**src/rtl/core/sstf_pkg.sv**
```systemverilog
// ----------------------------------------------------------------------------
// sstf_pkg
// Shared constants, types and state codes of the shortest-seek-first
// disk request scheduler.
// ----------------------------------------------------------------------------
package sstf_pkg;

   // Capacity of the request store
   localparam int MAX_REQUESTS = 32;
   // Track number width (request tracks, head position)
   localparam int TRACK_W      = 16;
   // Seek distance width
   localparam int DIST_W       = TRACK_W;
   // Running total width
   localparam int TOTAL_W      = 21;

   localparam int IDX_W = (MAX_REQUESTS > 1) ? $clog2(MAX_REQUESTS) : 1;
   localparam int CNT_W = $clog2(MAX_REQUESTS + 1);

   // Input op codes
   localparam logic OP_LOAD  = 1'b0;
   localparam logic OP_START = 1'b1;

   typedef enum logic [1:0] {
      ST_IDLE,
      ST_SCAN,
      ST_EMIT,
      ST_EMPTY
   } sstf_state_type;

   typedef struct packed {
      logic [TRACK_W-1:0] track_served;
      logic [DIST_W-1:0]  seek_distance;
      logic [TOTAL_W-1:0] total_distance;
      logic               last;
      logic               empty_run;
   } sstf_result_type;

endpackage

```
**src/rtl/core/sstf_req_ram.sv**
```systemverilog
// ----------------------------------------------------------------------------
// sstf_req_ram
// Request track store: one write port, one read port, registered read data.
// ----------------------------------------------------------------------------
module sstf_req_ram (
   input  logic                             clock,
   input  logic                             wr_en,
   input  logic [sstf_pkg::IDX_W-1:0]       wr_addr,
   input  logic [sstf_pkg::TRACK_W-1:0]     wr_data,
   input  logic                             rd_en,
   input  logic [sstf_pkg::IDX_W-1:0]       rd_addr,
   output logic [sstf_pkg::TRACK_W-1:0]     rd_data
);

   logic [sstf_pkg::TRACK_W-1:0] mem [sstf_pkg::MAX_REQUESTS];
   logic [sstf_pkg::TRACK_W-1:0] rd_data_ff;

   always_ff @(posedge clock) begin
      if (wr_en) begin
         mem[wr_addr] <= wr_data;
      end
   end

   always_ff @(posedge clock) begin
      if (rd_en) begin
         rd_data_ff <= mem[rd_addr];
      end
   end

   assign rd_data = rd_data_ff;

endmodule

```
**src/rtl/core/sstf_engine.sv**
```systemverilog
// ----------------------------------------------------------------------------
// sstf_engine
// Load and run sequencer: fills the request store, then sweeps it once per
// selection to find the nearest unserved track and hands out one result word
// per service.
// ----------------------------------------------------------------------------
module sstf_engine (
   input  logic                              clock,
   input  logic                              reset,
   input  logic                              req_valid,
   input  logic                              req_op,
   input  logic [sstf_pkg::TRACK_W-1:0]      req_track,
   output logic                              req_ready,
   output logic                              res_valid,
   input  logic                              res_ready,
   output sstf_pkg::sstf_result_type         res_word
);

   sstf_pkg::sstf_state_type state_ff, state_in;

   logic [sstf_pkg::CNT_W-1:0]        count_ff, count_in;
   logic [sstf_pkg::CNT_W-1:0]        issue_ff, issue_in;
   logic [sstf_pkg::CNT_W-1:0]        served_ff, served_in;
   logic [sstf_pkg::MAX_REQUESTS-1:0] valid_ff, valid_in;
   logic [sstf_pkg::TRACK_W-1:0]      head_ff, head_in;
   logic [sstf_pkg::TOTAL_W-1:0]      total_ff, total_in;
   logic                              cmp_vld_ff, cmp_vld_in;
   logic [sstf_pkg::IDX_W-1:0]        cmp_idx_ff, cmp_idx_in;
   logic                              best_found_ff, best_found_in;
   logic [sstf_pkg::IDX_W-1:0]        best_idx_ff, best_idx_in;
   logic [sstf_pkg::TRACK_W-1:0]      best_trk_ff, best_trk_in;
   logic [sstf_pkg::DIST_W-1:0]       best_dist_ff, best_dist_in;

   logic                              ram_wr_en;
   logic [sstf_pkg::IDX_W-1:0]        ram_wr_addr;
   logic [sstf_pkg::TRACK_W-1:0]      ram_wr_data;
   logic                              ram_rd_en;
   logic [sstf_pkg::IDX_W-1:0]        ram_rd_addr;
   logic [sstf_pkg::TRACK_W-1:0]      ram_rd_data;

   logic [sstf_pkg::DIST_W-1:0]       cur_dist;
   logic                              cur_take;
   logic                              last_step;
   logic [sstf_pkg::TOTAL_W-1:0]      total_next;

   sstf_req_ram u_ram (
      .clock   (clock),
      .wr_en   (ram_wr_en),
      .wr_addr (ram_wr_addr),
      .wr_data (ram_wr_data),
      .rd_en   (ram_rd_en),
      .rd_addr (ram_rd_addr),
      .rd_data (ram_rd_data)
   );

   // Distance of the entry read last cycle; keep the first minimum on ties
   assign cur_dist = (ram_rd_data >= head_ff) ? (ram_rd_data - head_ff)
                                              : (head_ff - ram_rd_data);
   assign cur_take = cmp_vld_ff && valid_ff[cmp_idx_ff] &&
                     (!best_found_ff || (cur_dist < best_dist_ff));
   assign last_step  = (sstf_pkg::CNT_W'(served_ff + sstf_pkg::CNT_W'(1)) == count_ff);
   assign total_next = total_ff + sstf_pkg::TOTAL_W'(best_dist_ff);

   always_ff @(posedge clock) begin
      if (reset) begin
         state_ff <= sstf_pkg::ST_IDLE;
      end else begin
         state_ff <= state_in;
      end
   end

   always_ff @(posedge clock) begin
      if (reset) begin
         count_ff      <= '0;
         valid_ff      <= '0;
         cmp_vld_ff    <= 1'b0;
         best_found_ff <= 1'b0;
      end else begin
         count_ff      <= count_in;
         valid_ff      <= valid_in;
         cmp_vld_ff    <= cmp_vld_in;
         best_found_ff <= best_found_in;
      end
   end

   always_ff @(posedge clock) begin
      issue_ff     <= issue_in;
      served_ff    <= served_in;
      head_ff      <= head_in;
      total_ff     <= total_in;
      cmp_idx_ff   <= cmp_idx_in;
      best_idx_ff  <= best_idx_in;
      best_trk_ff  <= best_trk_in;
      best_dist_ff <= best_dist_in;
   end

   always_comb begin
      state_in      = state_ff;
      count_in      = count_ff;
      issue_in      = issue_ff;
      served_in     = served_ff;
      valid_in      = valid_ff;
      head_in       = head_ff;
      total_in      = total_ff;
      cmp_vld_in    = 1'b0;
      cmp_idx_in    = cmp_idx_ff;
      best_found_in = best_found_ff;
      best_idx_in   = best_idx_ff;
      best_trk_in   = best_trk_ff;
      best_dist_in  = best_dist_ff;

      req_ready   = 1'b0;
      res_valid   = 1'b0;
      res_word    = '0;
      ram_wr_en   = 1'b0;
      ram_wr_addr = count_ff[sstf_pkg::IDX_W-1:0];
      ram_wr_data = req_track;
      ram_rd_en   = 1'b0;
      ram_rd_addr = issue_ff[sstf_pkg::IDX_W-1:0];

      // compare stage
      if (cur_take) begin
         best_found_in = 1'b1;
         best_idx_in   = cmp_idx_ff;
         best_trk_in   = ram_rd_data;
         best_dist_in  = cur_dist;
      end

      case (state_ff)
         sstf_pkg::ST_IDLE: begin
            req_ready = 1'b1;
            if (req_valid) begin
               if (req_op == sstf_pkg::OP_LOAD) begin
                  if (count_ff < sstf_pkg::CNT_W'(sstf_pkg::MAX_REQUESTS)) begin
                     ram_wr_en = 1'b1;
                     valid_in[count_ff[sstf_pkg::IDX_W-1:0]] = 1'b1;
                     count_in  = count_ff + sstf_pkg::CNT_W'(1);
                  end
               end else if (count_ff == '0) begin
                  state_in = sstf_pkg::ST_EMPTY;
               end else begin
                  head_in       = req_track;
                  total_in      = '0;
                  served_in     = '0;
                  issue_in      = '0;
                  best_found_in = 1'b0;
                  state_in      = sstf_pkg::ST_SCAN;
               end
            end
         end
         sstf_pkg::ST_SCAN: begin
            if (issue_ff < count_ff) begin
               ram_rd_en  = 1'b1;
               cmp_vld_in = 1'b1;
               cmp_idx_in = issue_ff[sstf_pkg::IDX_W-1:0];
               issue_in   = issue_ff + sstf_pkg::CNT_W'(1);
            end else if (!cmp_vld_ff) begin
               state_in = sstf_pkg::ST_EMIT;
            end
         end
         sstf_pkg::ST_EMIT: begin
            res_valid               = 1'b1;
            res_word.track_served   = best_trk_ff;
            res_word.seek_distance  = best_dist_ff;
            res_word.total_distance = total_next;
            res_word.last           = last_step;
            res_word.empty_run      = 1'b0;
            if (res_ready) begin
               valid_in[best_idx_ff] = 1'b0;
               head_in   = best_trk_ff;
               total_in  = total_next;
               served_in = served_ff + sstf_pkg::CNT_W'(1);
               if (last_step) begin
                  valid_in = '0;
                  count_in = '0;
                  state_in = sstf_pkg::ST_IDLE;
               end else begin
                  issue_in      = '0;
                  best_found_in = 1'b0;
                  state_in      = sstf_pkg::ST_SCAN;
               end
            end
         end
         sstf_pkg::ST_EMPTY: begin
            res_valid          = 1'b1;
            res_word.last      = 1'b1;
            res_word.empty_run = 1'b1;
            if (res_ready) begin
               state_in = sstf_pkg::ST_IDLE;
            end
         end
         default: begin
            state_in = sstf_pkg::ST_IDLE;
         end
      endcase
   end

`ifndef SYNTHESIS
   a_count_max: assert property (@(posedge clock) disable iff (reset)
      count_ff <= sstf_pkg::CNT_W'(sstf_pkg::MAX_REQUESTS))
      else $error("request count above capacity");

   a_scan_bound: assert property (@(posedge clock) disable iff (reset)
      (state_ff == sstf_pkg::ST_SCAN) |-> (issue_ff <= count_ff))
      else $error("sweep address ran past the stored requests");

   a_emit_found: assert property (@(posedge clock) disable iff (reset)
      (state_ff == sstf_pkg::ST_EMIT) |-> (best_found_ff && valid_ff[best_idx_ff]))
      else $error("service of an entry that is not pending");

   a_emit_served: assert property (@(posedge clock) disable iff (reset)
      (state_ff == sstf_pkg::ST_EMIT) |-> (served_ff < count_ff))
      else $error("more services than stored requests");

   a_run_clears: assert property (@(posedge clock) disable iff (reset)
      (res_valid && res_ready && res_word.last) |=> (valid_ff == '0 && count_ff == '0))
      else $error("store not emptied at end of run");
`endif

endmodule

```
**src/rtl/core/sstf_disk_scheduler_core.sv**
```systemverilog
// ----------------------------------------------------------------------------
// sstf_disk_scheduler_core
// Shortest-seek-first disk request scheduler: collects request tracks, then
// serves them nearest-first from a given head position.
//
//   channel  | handshake             | word
//   ---------+-----------------------+--------------------------------------
//   req_     | req_valid / req_ready | op, track (load track or head pos)
//   rsp_     | rsp_valid / rsp_ready | track_served, seek_distance,
//            |                       | total_distance, last, empty_run
//
// A start with N stored requests runs N selections; each selection sweeps
// the N store entries through the single read port of the request RAM,
// waits for the read data and the compare stage to drain, and then hands
// the word over. Reset clears the valid bits and the request count; no
// clearing pass over the RAM. A stalled rsp_ side holds the word in the
// output register; the engine waits until the register frees.
// ----------------------------------------------------------------------------
module sstf_disk_scheduler_core (
   input  logic                            clock,
   input  logic                            reset,
   input  logic                            req_valid,
   output logic                            req_ready,
   input  logic                            req_op,
   input  logic [sstf_pkg::TRACK_W-1:0]    req_track,
   output logic                            rsp_valid,
   input  logic                            rsp_ready,
   output logic [sstf_pkg::TRACK_W-1:0]    rsp_track_served,
   output logic [sstf_pkg::DIST_W-1:0]     rsp_seek_distance,
   output logic [sstf_pkg::TOTAL_W-1:0]    rsp_total_distance,
   output logic                            rsp_last,
   output logic                            rsp_empty_run
);

   logic                        res_valid;
   logic                        res_ready;
   sstf_pkg::sstf_result_type   res_word;

   logic                        rsp_valid_ff, rsp_valid_in;
   sstf_pkg::sstf_result_type   rsp_word_ff, rsp_word_in;

   sstf_engine u_engine (
      .clock     (clock),
      .reset     (reset),
      .req_valid (req_valid),
      .req_op    (req_op),
      .req_track (req_track),
      .req_ready (req_ready),
      .res_valid (res_valid),
      .res_ready (res_ready),
      .res_word  (res_word)
   );

   // Take a new word when the output register is empty or drains this cycle
   assign res_ready = !rsp_valid_ff || rsp_ready;

   always_comb begin
      rsp_valid_in = rsp_valid_ff;
      rsp_word_in  = rsp_word_ff;
      if (res_valid && res_ready) begin
         rsp_valid_in = 1'b1;
         rsp_word_in  = res_word;
      end else if (rsp_ready) begin
         // drop the delivered word
         rsp_valid_in = 1'b0;
      end
   end

   always_ff @(posedge clock) begin
      if (reset) begin
         rsp_valid_ff <= 1'b0;
      end else begin
         rsp_valid_ff <= rsp_valid_in;
      end
   end

   // Hold the payload; no reset needed
   always_ff @(posedge clock) begin
      rsp_word_ff <= rsp_word_in;
   end

   assign rsp_valid          = rsp_valid_ff;
   assign rsp_track_served   = rsp_word_ff.track_served;
   assign rsp_seek_distance  = rsp_word_ff.seek_distance;
   assign rsp_total_distance = rsp_word_ff.total_distance;
   assign rsp_last           = rsp_word_ff.last;
   assign rsp_empty_run      = rsp_word_ff.empty_run;

endmodule

```
**config.mk**
```make
export PLATFORM = sky130hd
export DESIGN_NAME = sstf_disk_scheduler_core
export DESIGN_NICKNAME = d
export VERILOG_FILES = /design/src/rtl/core/sstf_pkg.sv /design/src/rtl/core/sstf_req_ram.sv /design/src/rtl/core/sstf_engine.sv /design/src/rtl/core/sstf_disk_scheduler_core.sv
export SDC_FILE = /design/constraint.sdc
export NUM_CORES = 1
export LEC_CHECK = 0
export ABC_CLOCK_PERIOD_IN_PS = 8950
export BUFFER_PORTS_ARGS = -buffer_cell sky130_fd_sc_hd__buf_2
export CELL_PAD_IN_SITES_DETAIL_PLACEMENT = 0
export CELL_PAD_IN_SITES_GLOBAL_PLACEMENT = 1
export CORE_ASPECT_RATIO = 0.6
export CORE_MARGIN = 4
export CORE_UTILIZATION = 30
export CTS_CLUSTER_SIZE = 40
export DETAILED_ROUTE_END_ITERATION = 8
export GPL_TIMING_DRIVEN = 0
export PLACE_DENSITY_LB_ADDON = 0.1
export RECOVER_POWER = 100
export SYNTH_ARGS = -nofsm -noshare
export SYNTH_HDL_FRONTEND = slang
export SYNTH_SLANG_ARGS = --single-unit
```
**constraint.sdc**
```tcl
create_clock -name clock -period 8.95 [get_ports clock]
set_input_delay 1.3425 -clock clock [delete_from_list [all_inputs] [get_ports clock]]
set_output_delay 1.3425 -clock clock [all_outputs]
set_load 0.03 [all_outputs]
```
==> results.md, run 1 <==
- Power Density: 296 nW/um^2
- Number of synthesized flops with an enable pin: 674
- Ys async rst share: 0%
- Post-synth top flop: edfxtp_1
- Drt initial violations: 1729
- Port Buf Inserts: 76
- Fin. max-slew vios: 767
- FF+latch area: 21100 um^2
- Slowest-stage cell, CP: xnor2_1
- Sequential area share after synthesis: 69.8%
- Crit Path Class: reg -> reg
- CTS tree: yes
- Synth Register Bits: 717
- Crit path from: u_engine.u_ram.rd_data[0]
- Hold_ws: 456 ps
- WL final: 90200 um
- Post-DRT Antenna Nets: 0
- Fin cells: 3277
- Worst path cell trace: inv_1 > ha_1 > inv_1 > fa_1 > nand3_1 > a211oi_1 > nor4_1 > o31a_1 > o221a_1 > clkbuf_1 > clkbuf_1 > mux2i_1 > xnor2_1 > ha_1 > a21oi_1 > o21ai_0 > o2111ai_1 > nand3_1 > a21oi_4 > buf_12 > buf_16
- Footprint of the multi-input gates: 8450 um^2
- Clock buffer depth: 3
- DP Cell Count: 3144
- Largest net degree at the start of global routing: 55
- Status: finished with violations
- Fin area: 34500 um^2
- DP Area: 32900 um^2
- Failing checks: max-capacitance violations, max-slew violations
- Post-DR wirelength/cell: 27.5 um
- Number of fill cells in the layout: 9530
- Endpoints failing hold: 0
- Startpoint types: flip-flop
- Setup WS pre-CTS: 2670 ps
- RePlAce Congestion: 0.827
- Num rows: 89
- I/O pins: 78
- Reg2reg end: u_engine.best_dist_ff[6]
- Syn_area_per_cell: 17.5 um^2
- GRT Total Usage: 17.1%
- Initial antenna violation count: 3
- FF-to-FF setup slack: 1670 ps
- Die width: 418 um
- Worst r2r src: u_engine.u_ram.rd_data[0]
- Crit Path Max Fanout: 18
- Mapped Cells: 1728
- Area Overhead vs Synth: 14.1%
- Mapped cell area: 30200 um^2
- Vias per cell: 5.08
- Yosys warnings: 0
- Synth area leaders: edfxtp_1, mux4_2, ha_1
- Worst VDD drop: 0.134 mV
- Max incr delay on CP: 730 ps
- Worst Max-Slew Pin Slew: 3430 ps
- Most frequent cells after synthesis: edfxtp_1, mux4_2, nor2_1
- Worst EP required: 9300 ps
- Post-Synthesis Net Count: 1825
- Remaining DRCs: 0
- Clock sinks: 717
- Final setup fails: 0
- Vias in the first global route: 16500
- Period utilization: 81.4%
- Die Ht: 254 um
- Max Cap Viol: 33
- CP endpoint kind: flip-flop
- Post-CTS Repair Setup Buffers: 0
- Root buf cell: clkbuf_16
- Clock latency on the worst-skew pair: 650 ps
- Worst min-delay path category: reg -> reg
- R2R cell count: 21
- Unrepaired setup endpoints after global routing: no
- Power after layout: 10.2 mW
- CORE AREA: 99100 um^2
- Count leader, synth: edfxtp_1
- F_max: 0.137 GHz
- Vias: 16700
- Crit path capture: u_engine.best_dist_ff[6]
- H-Tree Depth: 3
- Rel. slew slack: -129%
- Starting density of the core: 30.5%
- First-pass DRT Iterations: 5
- Clk_skew: 13.8 ps
- First-pass GRT wire length: 127000 um
- Gr ovfl total: 0
- Post-DP HPWL: 64000 um
- CTS resizes: 0
- Die area: 106000 um^2
- Clk pin slew, worst setup/hold paths: 60 ps
- Fin nets: 1996
- TritonCTS Buffers: 72
- Final WS setup: 1670 ps
- Yosys top cell by area: edfxtp_1
- Final min period: 7280 ps
- Static leakage power: 11.3 nW
- Synth top area share: 66.9%
- Hold_buf cts: 0
- Critical Path AT: 7630 ps
- Yosys cell types: 71
- Fraction of layout instances using a drive strength above 1: 16.6%
==> power breakdown <==
| group | switching [mW] | leakage [nW] | total [mW] | internal (mW) |
|---|---|---|---|---|
| Combinational | 1.98 | 3.75 | 3.12 | 1.14 |
| Sequential | 0.103 | 6.45 | 4.10 | 4.00 |
| Clock | 1.33 | 1.12 | 2.99 | 1.66 |
==> cell type report <==
class / instances / area share (%)
sequential: 717 / 61.1
multi-input combinational: 861 / 24.5
clock buffer: 95 / 5.76
tap: 1319 / 4.78
timing repair buffer: 97 / 1.18
buffer: 80 / 1.02
clock inverter: 35 / 0.838
inverter: 70 / 0.761
antenna: 3 / 0.0218
==> routing by layer <==
metal	GRT usage [%]	wire length [um]
met5	0	0
met4	3.26	1290
met3	3.41	5990
met2	21.5	34200
met1	29.2	48800
==> placed cells by master (no fill, tap or decap), types with 13 or more instances in the layout <==
| cell | n |
|---|---|
| a21o_1 | 46 |
| a21oi_1 | 37 |
| a31oi_1 | 33 |
| and2_0 | 18 |
| buf_2 | 17 |
| clkbuf_1 | 152 |
| clkbuf_16 | 72 |
| clkinv_1 | 13 |
| dfxtp_1 | 43 |
| edfxtp_1 | 674 |
| ha_1 | 73 |
| inv_1 | 69 |
| mux2i_1 | 13 |
| mux4_2 | 170 |
| nand2_1 | 75 |
| nand3_1 | 28 |
| nor2_1 | 142 |
| nor3_1 | 18 |
| o21ai_0 | 27 |
| xnor2_1 | 22 |
| xor2_1 | 19 |
==> worst min-delay path by stage <==
stage                                 startpoint                 endpoint  slack [ps]  cells past startpoint
final                     u_engine.cmp_idx_ff[1]  u_engine.best_idx_ff[1]         460                      0
after CTS                 u_engine.cmp_idx_ff[1]  u_engine.best_idx_ff[1]         450                      0
after detailed placement  u_engine.cmp_idx_ff[1]  u_engine.best_idx_ff[1]         440                      0
after global placement    u_engine.cmp_idx_ff[1]  u_engine.best_idx_ff[1]         440                      0
after floorplan           u_engine.cmp_idx_ff[0]  u_engine.best_idx_ff[0]         420                      0
after global routing      u_engine.cmp_idx_ff[1]  u_engine.best_idx_ff[1]         470                      0
==> cell families (layout without fill, tap and decap cells) <==
group | Yosys count | in the layout | synth area share [%]
other | 0 | 3 | 0
xor gates and xnor gates | 42 | 42 | 1.26
DFF | 717 | 717 | 69.8
muxes | 201 | 201 | 13.8
adders and majority gates | 76 | 76 | 3.22
AOI/OAI and AO/OA | 200 | 200 | 4.58
and+or+nand+nor | 342 | 342 | 5.27
buffers and inverters | 150 | 377 | 2.11
==> metrics by stage <==
stage / util (%) / setup TNS (ps)
2_1_floorplan: - / 0
3_3_place_gp: 32.6 / -131570
3_5_place_dp: 33.2 / 0
4_1_cts: 35.5 / 0
5_1_grt: 34.8 / 0
6_report: 34.8 / 0
==> flip-flops by register name, indices dropped and copies added, names as in the netlist, 21 cells and up <==
signal / count
u_engine.valid_ff: 32
rsp_total_distance: 21
u_engine.u_ram.mem: 512
u_engine.total_ff: 21
==> critical path: cells and delay by family (launching register included) <==
kind                     cells  cell delay, ps
adder cells (fa/ha/maj)      3            1000
flip-flops                   1             430
AND/OR/NAND/NOR              3             980
AO/OA/AOI/OAI                7            1850
multiplexers                 1             200
buffers and inverters        6            1700
XOR/XNOR                     1             730
Note: power is estimated with default switching activity, not from simulation.
==> run 2: changes to the inputs <==
--- a/config.mk
+++ b/config.mk
@@ -5,7 +5,7 @@
 export SDC_FILE = /design/constraint.sdc
 export NUM_CORES = 1
 export LEC_CHECK = 0
-export ABC_CLOCK_PERIOD_IN_PS = 8950
+export ABC_CLOCK_PERIOD_IN_PS = 6400
 export BUFFER_PORTS_ARGS = -buffer_cell sky130_fd_sc_hd__buf_2
 export CELL_PAD_IN_SITES_DETAIL_PLACEMENT = 0
 export CELL_PAD_IN_SITES_GLOBAL_PLACEMENT = 1
==> constraint.sdc (replaced) <==
create_clock -name clock -period 6.4 [get_ports clock]
set_input_delay 0.96 -clock clock [delete_from_list [all_inputs] [get_ports clock]]
set_output_delay 0.96 -clock clock [all_outputs]
set_load 0.03 [all_outputs]
==> run 2 against run 1 <==
Against the previous run:
- the run still ends with max-capacitance violations, max-slew violations left
- combinational power increased by 40%
- count of clock-buffer cells in the layout increased by 7
- clock power increased by 38%
- critical path type unchanged
- wire length increased by 0.85%
==> results.md, run 2 (synthesis results as in run 1) <==
- Status: finished with violations
- Failing checks: max-capacitance violations, max-slew violations
- Endpoints failing hold: 0 (unchanged)
- Unrepaired setup endpoints after global routing: no
- Largest net degree at the start of global routing: 56 (+1.8%)
- Fin. max-slew vios: 925 (+21%)
- Footprint of the multi-input gates: 8490 um^2 (+0.43%)
- Worst VDD drop: 0.177 mV (+33%)
- Sw frac: 33.4% (about the same)
- Vias in the first global route: 16600 (+0.88%)
- Crit Path Max Fanout: 18 (unchanged)
- Remaining DRCs: 0 (unchanged)
- Gr ovfl total: 0 (unchanged)
- Area Overhead vs Synth: 14.1% (about the same)
- Clock buffer depth: 3 (unchanged)
- Crit Path Class: reg -> reg
- Critical Path AT: 6510 ps (-1120 ps)
- Startpoint types: flip-flop
- First-pass GRT wire length: 127000 um (+0.19%)
- Most frequent cells in the layout: edfxtp_1, mux4_2, clkbuf_1
- Fin nets: 1990 (-0.30%)
- Leading cell type in the layout, fill and taps excluded: edfxtp_1
- Initial antenna violation count: 3 (unchanged)
- H-Tree Depth: 3 (unchanged)
- R2R cell count: 19 (-9.5%)
- Biggest register: u_engine.u_ram.mem
- Starting density of the core: 30.5% (unchanged)
- GRT Total Usage: 17.1% (+0.054 points)
- First-pass DRT Iterations: 5 (unchanged)
- Hold_buf cts: 0 (unchanged)
- Post-DP HPWL: 64000 um (about the same)
- Num rows: 89 (unchanged)
- Die area: 106000 um^2 (unchanged)
- Worst min-delay path category: reg -> reg
- Clock sinks: 717 (unchanged)
- Vias: 16700 (+0.32%)
- CTS tree: yes
- Hold Path Sink: u_engine.best_idx_ff[1]
- Clock latency on the worst-skew pair: 650 ps (about the same)
- Fin util: 34.8% (about the same)
- Worst Max-Slew Pin Slew: 3450 ps (+13.8 ps)
- Reg power frac: 40.3% (about the same)
- Root buf cell: clkbuf_16
- Period utilization: 96.4% (+15 points)
- CORE AREA: 99100 um^2 (unchanged)
- Worst r2r src: u_engine.u_ram.rd_data[7]
- CP endpoint kind: flip-flop
- Fin cells: 3273 (-0.12%)
- Clk network pwr share: 29.0% (-0.3 points)
- Rel. slew slack: -130% (-0.92 points)
- Worst EP required: 6740 ps (-2560 ps)
- Int Pwr: 9.49 mW (+39%)
- Setup_tns: 0 ps (unchanged)
- FF-to-FF setup slack: 230 ps (-1440 ps)
- Max Cap Viol: 38 (+15%)
- NetSw: 4.76 mW (+39%)
- Post-DR wirelength/cell: 27.8 um (+0.97%)
- Reg2reg end: u_engine.best_trk_ff[6]
- Power after layout: 14.2 mW (+39%)
- Clk_skew: 22.5 ps (+8.64 ps)
- Final min period: 6170 ps (-1110 ps)
- Final setup fails: 0 (unchanged)
- Part of the power in combinational logic: 30.7% (+0.2 points)
- Worst hold start: u_engine.cmp_idx_ff[1]
- DP Cell Count: 3138 (-0.19%)
- Die Ht: 254 um (unchanged)
- Die width: 418 um (unchanged)
- RePlAce Congestion: 0.825 (-0.33%)
- Hold path cells: 0 (unchanged)
- Vias per cell: 5.10 (+0.45%)
- I/O pins: 78 (unchanged)
- Power Density: 413 nW/um^2 (+40%)
- Drt initial violations: 1867 (+8.0%)
- Max reg flops: 512 (unchanged)
- Number of fill cells in the layout: 9480 (-0.52%)
- Clk pin slew, worst setup/hold paths: 60 ps (about the same)
- Post-DRT Antenna Nets: 0 (unchanged)
- Port Buf Inserts: 76 (unchanged)
- Top Registers: u_engine.u_ram.mem x512, u_engine.valid_ff x32
- TritonCTS Buffers: 72 (unchanged)
- Static leakage power: 11.3 nW (-0.17%)
- WL final: 91000 um (+0.85%)
- FF+latch area: 21100 um^2 (unchanged)
- F_max: 0.162 GHz (+18%)
- Fraction of layout instances using a drive strength above 1: 16.5% (-0.052 points)
run 2: metrics by stage:
stage	hold WS, ps	area, um^2	setup WS [ps]
after floorplan	421	30200	733
after global placement	439	32300	-2960
after detailed placement	441	32800	140
after CTS	456	35000	102
after global routing	461	34500	29.6
final	454	34500	227
run 2: worst max-delay path by stage:
stage / from / endpoint / slack, ps
floorplan: u_engine.u_ram.rd_data[0] / u_engine.best_dist_ff[0] / 730
global placement: u_engine.u_ram.rd_data[0] / u_engine.best_trk_ff[5] / -2960
detailed placement: u_engine.u_ram.rd_data[0] / u_engine.best_trk_ff[5] / 140
CTS: u_engine.u_ram.rd_data[0] / u_engine.best_trk_ff[7] / 100
global route: u_engine.u_ram.rd_data[0] / u_engine.best_trk_ff[6] / 30
finish: u_engine.u_ram.rd_data[7] / u_engine.best_trk_ff[6] / 230
run 2: cell type report:
class / instances / share of cell area [%]
Antenna cell: 5 / 0.0363
Inverter: 70 / 0.762
Clock inverter: 28 / 0.751
Timing Repair Buffer: 91 / 1.12
Tap cell: 1319 / 4.78
Multi-Input combinational cell: 861 / 24.6
Clock buffer: 102 / 5.70
Buffer: 80 / 1.07
Sequential cell: 717 / 61.2
run 2: power groups by stage:
| stage | logic (mW) | clock network, mW | registers, mW |
|---|---|---|---|
| floorplan | 2.64 | 0 | 5.98 |
| global placement | 4.44 | 0 | 5.84 |
| detailed placement | 4.53 | 0 | 5.82 |
| CTS | 4.55 | 4.25 | 5.72 |
| global route | 4.74 | 4.44 | 5.77 |
| finish | 4.38 | 4.13 | 5.74 |
run 2: what timing repair did:
action	4_1_cts	5_1_grt
endpoints found under the setup margin	0	32
setup buffers	0	0
gates resized for setup	0	2
run 2: layer usage:
layer	up-vias	GRT usage [%]	share of wire, %
li1	7178	-	-
met2	571	21.4	37
met1	8844	29.1	54
met5	-	0	0
met4	0	3.37	1.7
met3	111	3.92	7.4
run 2: critical path, cell delays in order, from the launching register on:
cell and delay, ps:
edfxtp_1 400, inv_1 70, ha_1 290, buf_4 180, a21oi_1 270, o21ai_0 410
a21oi_1 440, o221a_1 260, buf_6 160, buf_6 200, mux2_1 510, ha_1 360
a21o_1 170, a21oi_1 220, o21ai_0 370, o2111ai_1 350, nand3_2 340, a21oi_4 390
buf_12 220, buf_16 180
==> run 3: changes to the inputs <==
--- a/config.mk
+++ b/config.mk
@@ -7,15 +7,12 @@
 export LEC_CHECK = 0
 export ABC_CLOCK_PERIOD_IN_PS = 6400
 export BUFFER_PORTS_ARGS = -buffer_cell sky130_fd_sc_hd__buf_2
-export CELL_PAD_IN_SITES_DETAIL_PLACEMENT = 0
-export CELL_PAD_IN_SITES_GLOBAL_PLACEMENT = 1
 export CORE_ASPECT_RATIO = 0.6
 export CORE_MARGIN = 4
 export CORE_UTILIZATION = 30
 export CTS_CLUSTER_SIZE = 40
 export DETAILED_ROUTE_END_ITERATION = 8
 export GPL_TIMING_DRIVEN = 0
-export PLACE_DENSITY_LB_ADDON = 0.1
 export RECOVER_POWER = 100
 export SYNTH_ARGS = -nofsm -noshare
 export SYNTH_HDL_FRONTEND = slang
==> run 3 against run 2 <==
Against the previous run:
- the flow still finishes with violations (max-capacitance violations, max-slew violations)
- via count is 1.8% higher
- final cell count rose by 0.21%
- count of clock-buffer cells in the layout fell by 13
- wire length is 11% lower
- final area is 0.12% lower
- critical endpoint is now u_engine.best_trk_ff[9]
- largest power group unchanged
==> results.md, run 3 (synthesis results as in run 1) <==
- WL final: 81000 um (-11%)
- Crit Path Max Fanout: 26 (+8)
- Unrepaired setup endpoints after global routing: no
- Clock sinks: 717 (unchanged)
- CORE AREA: 99100 um^2 (unchanged)
- Power after layout: 13.9 mW (-2.2%)
- Largest net degree at the start of global routing: 64 (+14%)
- Die width: 418 um (unchanged)
- Die area: 106000 um^2 (unchanged)
- Clk_skew: 22.3 ps (-0.112 ps)
- Area Overhead vs Synth: 14.0%
- Fraction of layout instances using a drive strength above 1: 16.9% (+0.36 points)
- I/O pins: 78 (unchanged)
- Critical Path AT: 6260 ps (-250 ps)
- Vias: 17000 (+1.8%)
- Post-DRT Antenna Nets: 0 (unchanged)
- Max Cap Viol: 14 (-63%)
- Number of fill cells in the layout: 9377 (-1.1%)
- Final min period: 5940 ps (-236 ps)
- Port Buf Inserts: 76 (unchanged)
- RePlAce Congestion: 0.882 (+7.0%)
- Hold_buf cts: 0 (unchanged)
- Crit Path Class: reg -> reg
- Startpoint types: flip-flop
- Clock buffer depth: 3 (unchanged)
- Worst min-delay path category: reg -> reg
- Power Density: 404 nW/um^2 (-2.1%)
- Most frequent cells in the layout: edfxtp_1, mux4_2, clkbuf_1
- Leading cell type in the layout, fill and taps excluded: edfxtp_1
- Post-DR wirelength/cell: 24.7 um (-11%)
- R2R cell count: 20 (+1)
- Hold_ws: 458 ps (+3.86 ps)
- Post-CTS Repair Setup Buffers: 0 (unchanged)
- Vias per cell: 5.18 (+1.5%)
- Top Registers: u_engine.u_ram.mem x512, u_engine.valid_ff x32
- Clk pin slew, worst setup/hold paths: 60 ps (about the same)
- F_max: 0.168 GHz (+4.0%)
- Clock latency on the worst-skew pair: 630 ps (-20 ps)
- First-pass GRT wire length: 115000 um (-9.3%)
- Max reg flops: 512 (unchanged)
- Final WS setup: 463 ps (+236 ps)
- CTS tree: yes
- Fin. max-slew vios: 446 (-52%)
- Rel. slew slack: -146% (-16 points)
- Status: finished with violations
- First-pass DRT Iterations: 7 (+2)
- Biggest register: u_engine.u_ram.mem
- Hold path cells: 0 (unchanged)
- Die Ht: 254 um (unchanged)
- TritonCTS Buffers: 66 (-8.3%)
- Final setup fails: 0 (unchanged)
- Worst Max-Slew Pin Slew: 3690 ps (+243 ps)
- Post-DP HPWL: 57500 um (-10%)
- Initial antenna violation count: 2 (-1)
- Worst EP required: 6720 ps (-20 ps)
- Drt initial violations: 2461 (+32%)
- Root buf cell: clkbuf_16
- Failing checks: max-capacitance violations, max-slew violations
- Vias in the first global route: 16400 (-1.5%)
- Worst VDD drop: 0.345 mV (+95%)
- Static leakage power: 11.3 nW (about the same)
- Endpoints failing hold: 0 (unchanged)
- Num rows: 89 (unchanged)
- Fin nets: 2004 (+0.70%)
- Starting density of the core: 30.5% (unchanged)
- GRT Total Usage: 15.0% (-2.1 points)
- CP endpoint kind: flip-flop
- ANT cells: 0 (-5)
- CTS resizes: 0 (unchanged)
- Setup_tns: 0 ps (unchanged)
- Remaining DRCs: 0 (unchanged)
- Setup WS pre-CTS: 561 ps (+421 ps)
- Period utilization: 92.8% (-3.7 points)
- H-Tree Depth: 3 (unchanged)
- Gr ovfl total: 0 (unchanged)
-- run 3: per-layer routing --
| metal | routed length (um) | global-route usage (%) | vias to the layer above |
|---|---|---|---|
| li1 | - | - | 7177 |
| met1 | 37300 | 23.6 | 8818 |
| met2 | 32000 | 19.8 | 908 |
| met3 | 10400 | 5.15 | 96 |
| met4 | 1270 | 3.02 | 0 |
| met5 | 0 | 0 | - |
-- run 3: report_power, final --
part | switching [mW] | leakage [nW] | internal (mW) | total (mW)
clock network | 1.77 | 1.06 | 2.17 | 3.94
logic | 2.63 | 3.79 | 1.62 | 4.25
registers | 0.143 | 6.45 | 5.59 | 5.74
-- run 3: worst paths after layout --
kind                                   to                 startpoint  slack [ps]
hold / removal    u_engine.best_idx_ff[1]     u_engine.cmp_idx_ff[1]         460
hold reg to reg   u_engine.best_idx_ff[1]     u_engine.cmp_idx_ff[1]         460
setup / recovery  u_engine.best_trk_ff[9]  u_engine.u_ram.rd_data[0]         460
setup reg to reg  u_engine.best_trk_ff[9]  u_engine.u_ram.rd_data[0]         460
-- run 3: critical path, cell delays in order, from the launching register on --
cell	delay (ps)
edfxtp_1	440
inv_1	80
ha_1	160
inv_1	60
fa_1	470
nand3_1	130
a211oi_1	80
nor4_1	430
o31a_1	210
o221a_1	210
buf_6	150
buf_6	180
mux2_1	450
ha_1	330
a21o_1	170
a21oi_1	210
o21ai_0	270
o2111ai_1	240
nand3_1	410
a21oi_4	630
buf_12	280
-- run 3: final cells by class --
cell class,count,area [um^2],area share [%]
plain buffers,80,369,1.07
well taps,1319,1650,4.79
clock buffers,89,1880,5.46
multi-input cells,861,8470,24.6
inverters,70,263,0.763
clock inverters,33,260,0.755
repair buffers,111,452,1.31
flip-flops and latches,717,21100,61.2
-- run 3: metrics by stage --
stage | cells | utilization (%) | instance area, um^2
2_1_floorplan | 1728 | - | 30200
3_3_place_gp | 3123 | 32.6 | 32300
3_5_place_dp | 3158 | 33.4 | 33100
4_1_cts | 3280 | 35.5 | 35200
5_1_grt | 3280 | 34.8 | 34500
6_report | 3280 | 34.8 | 34500
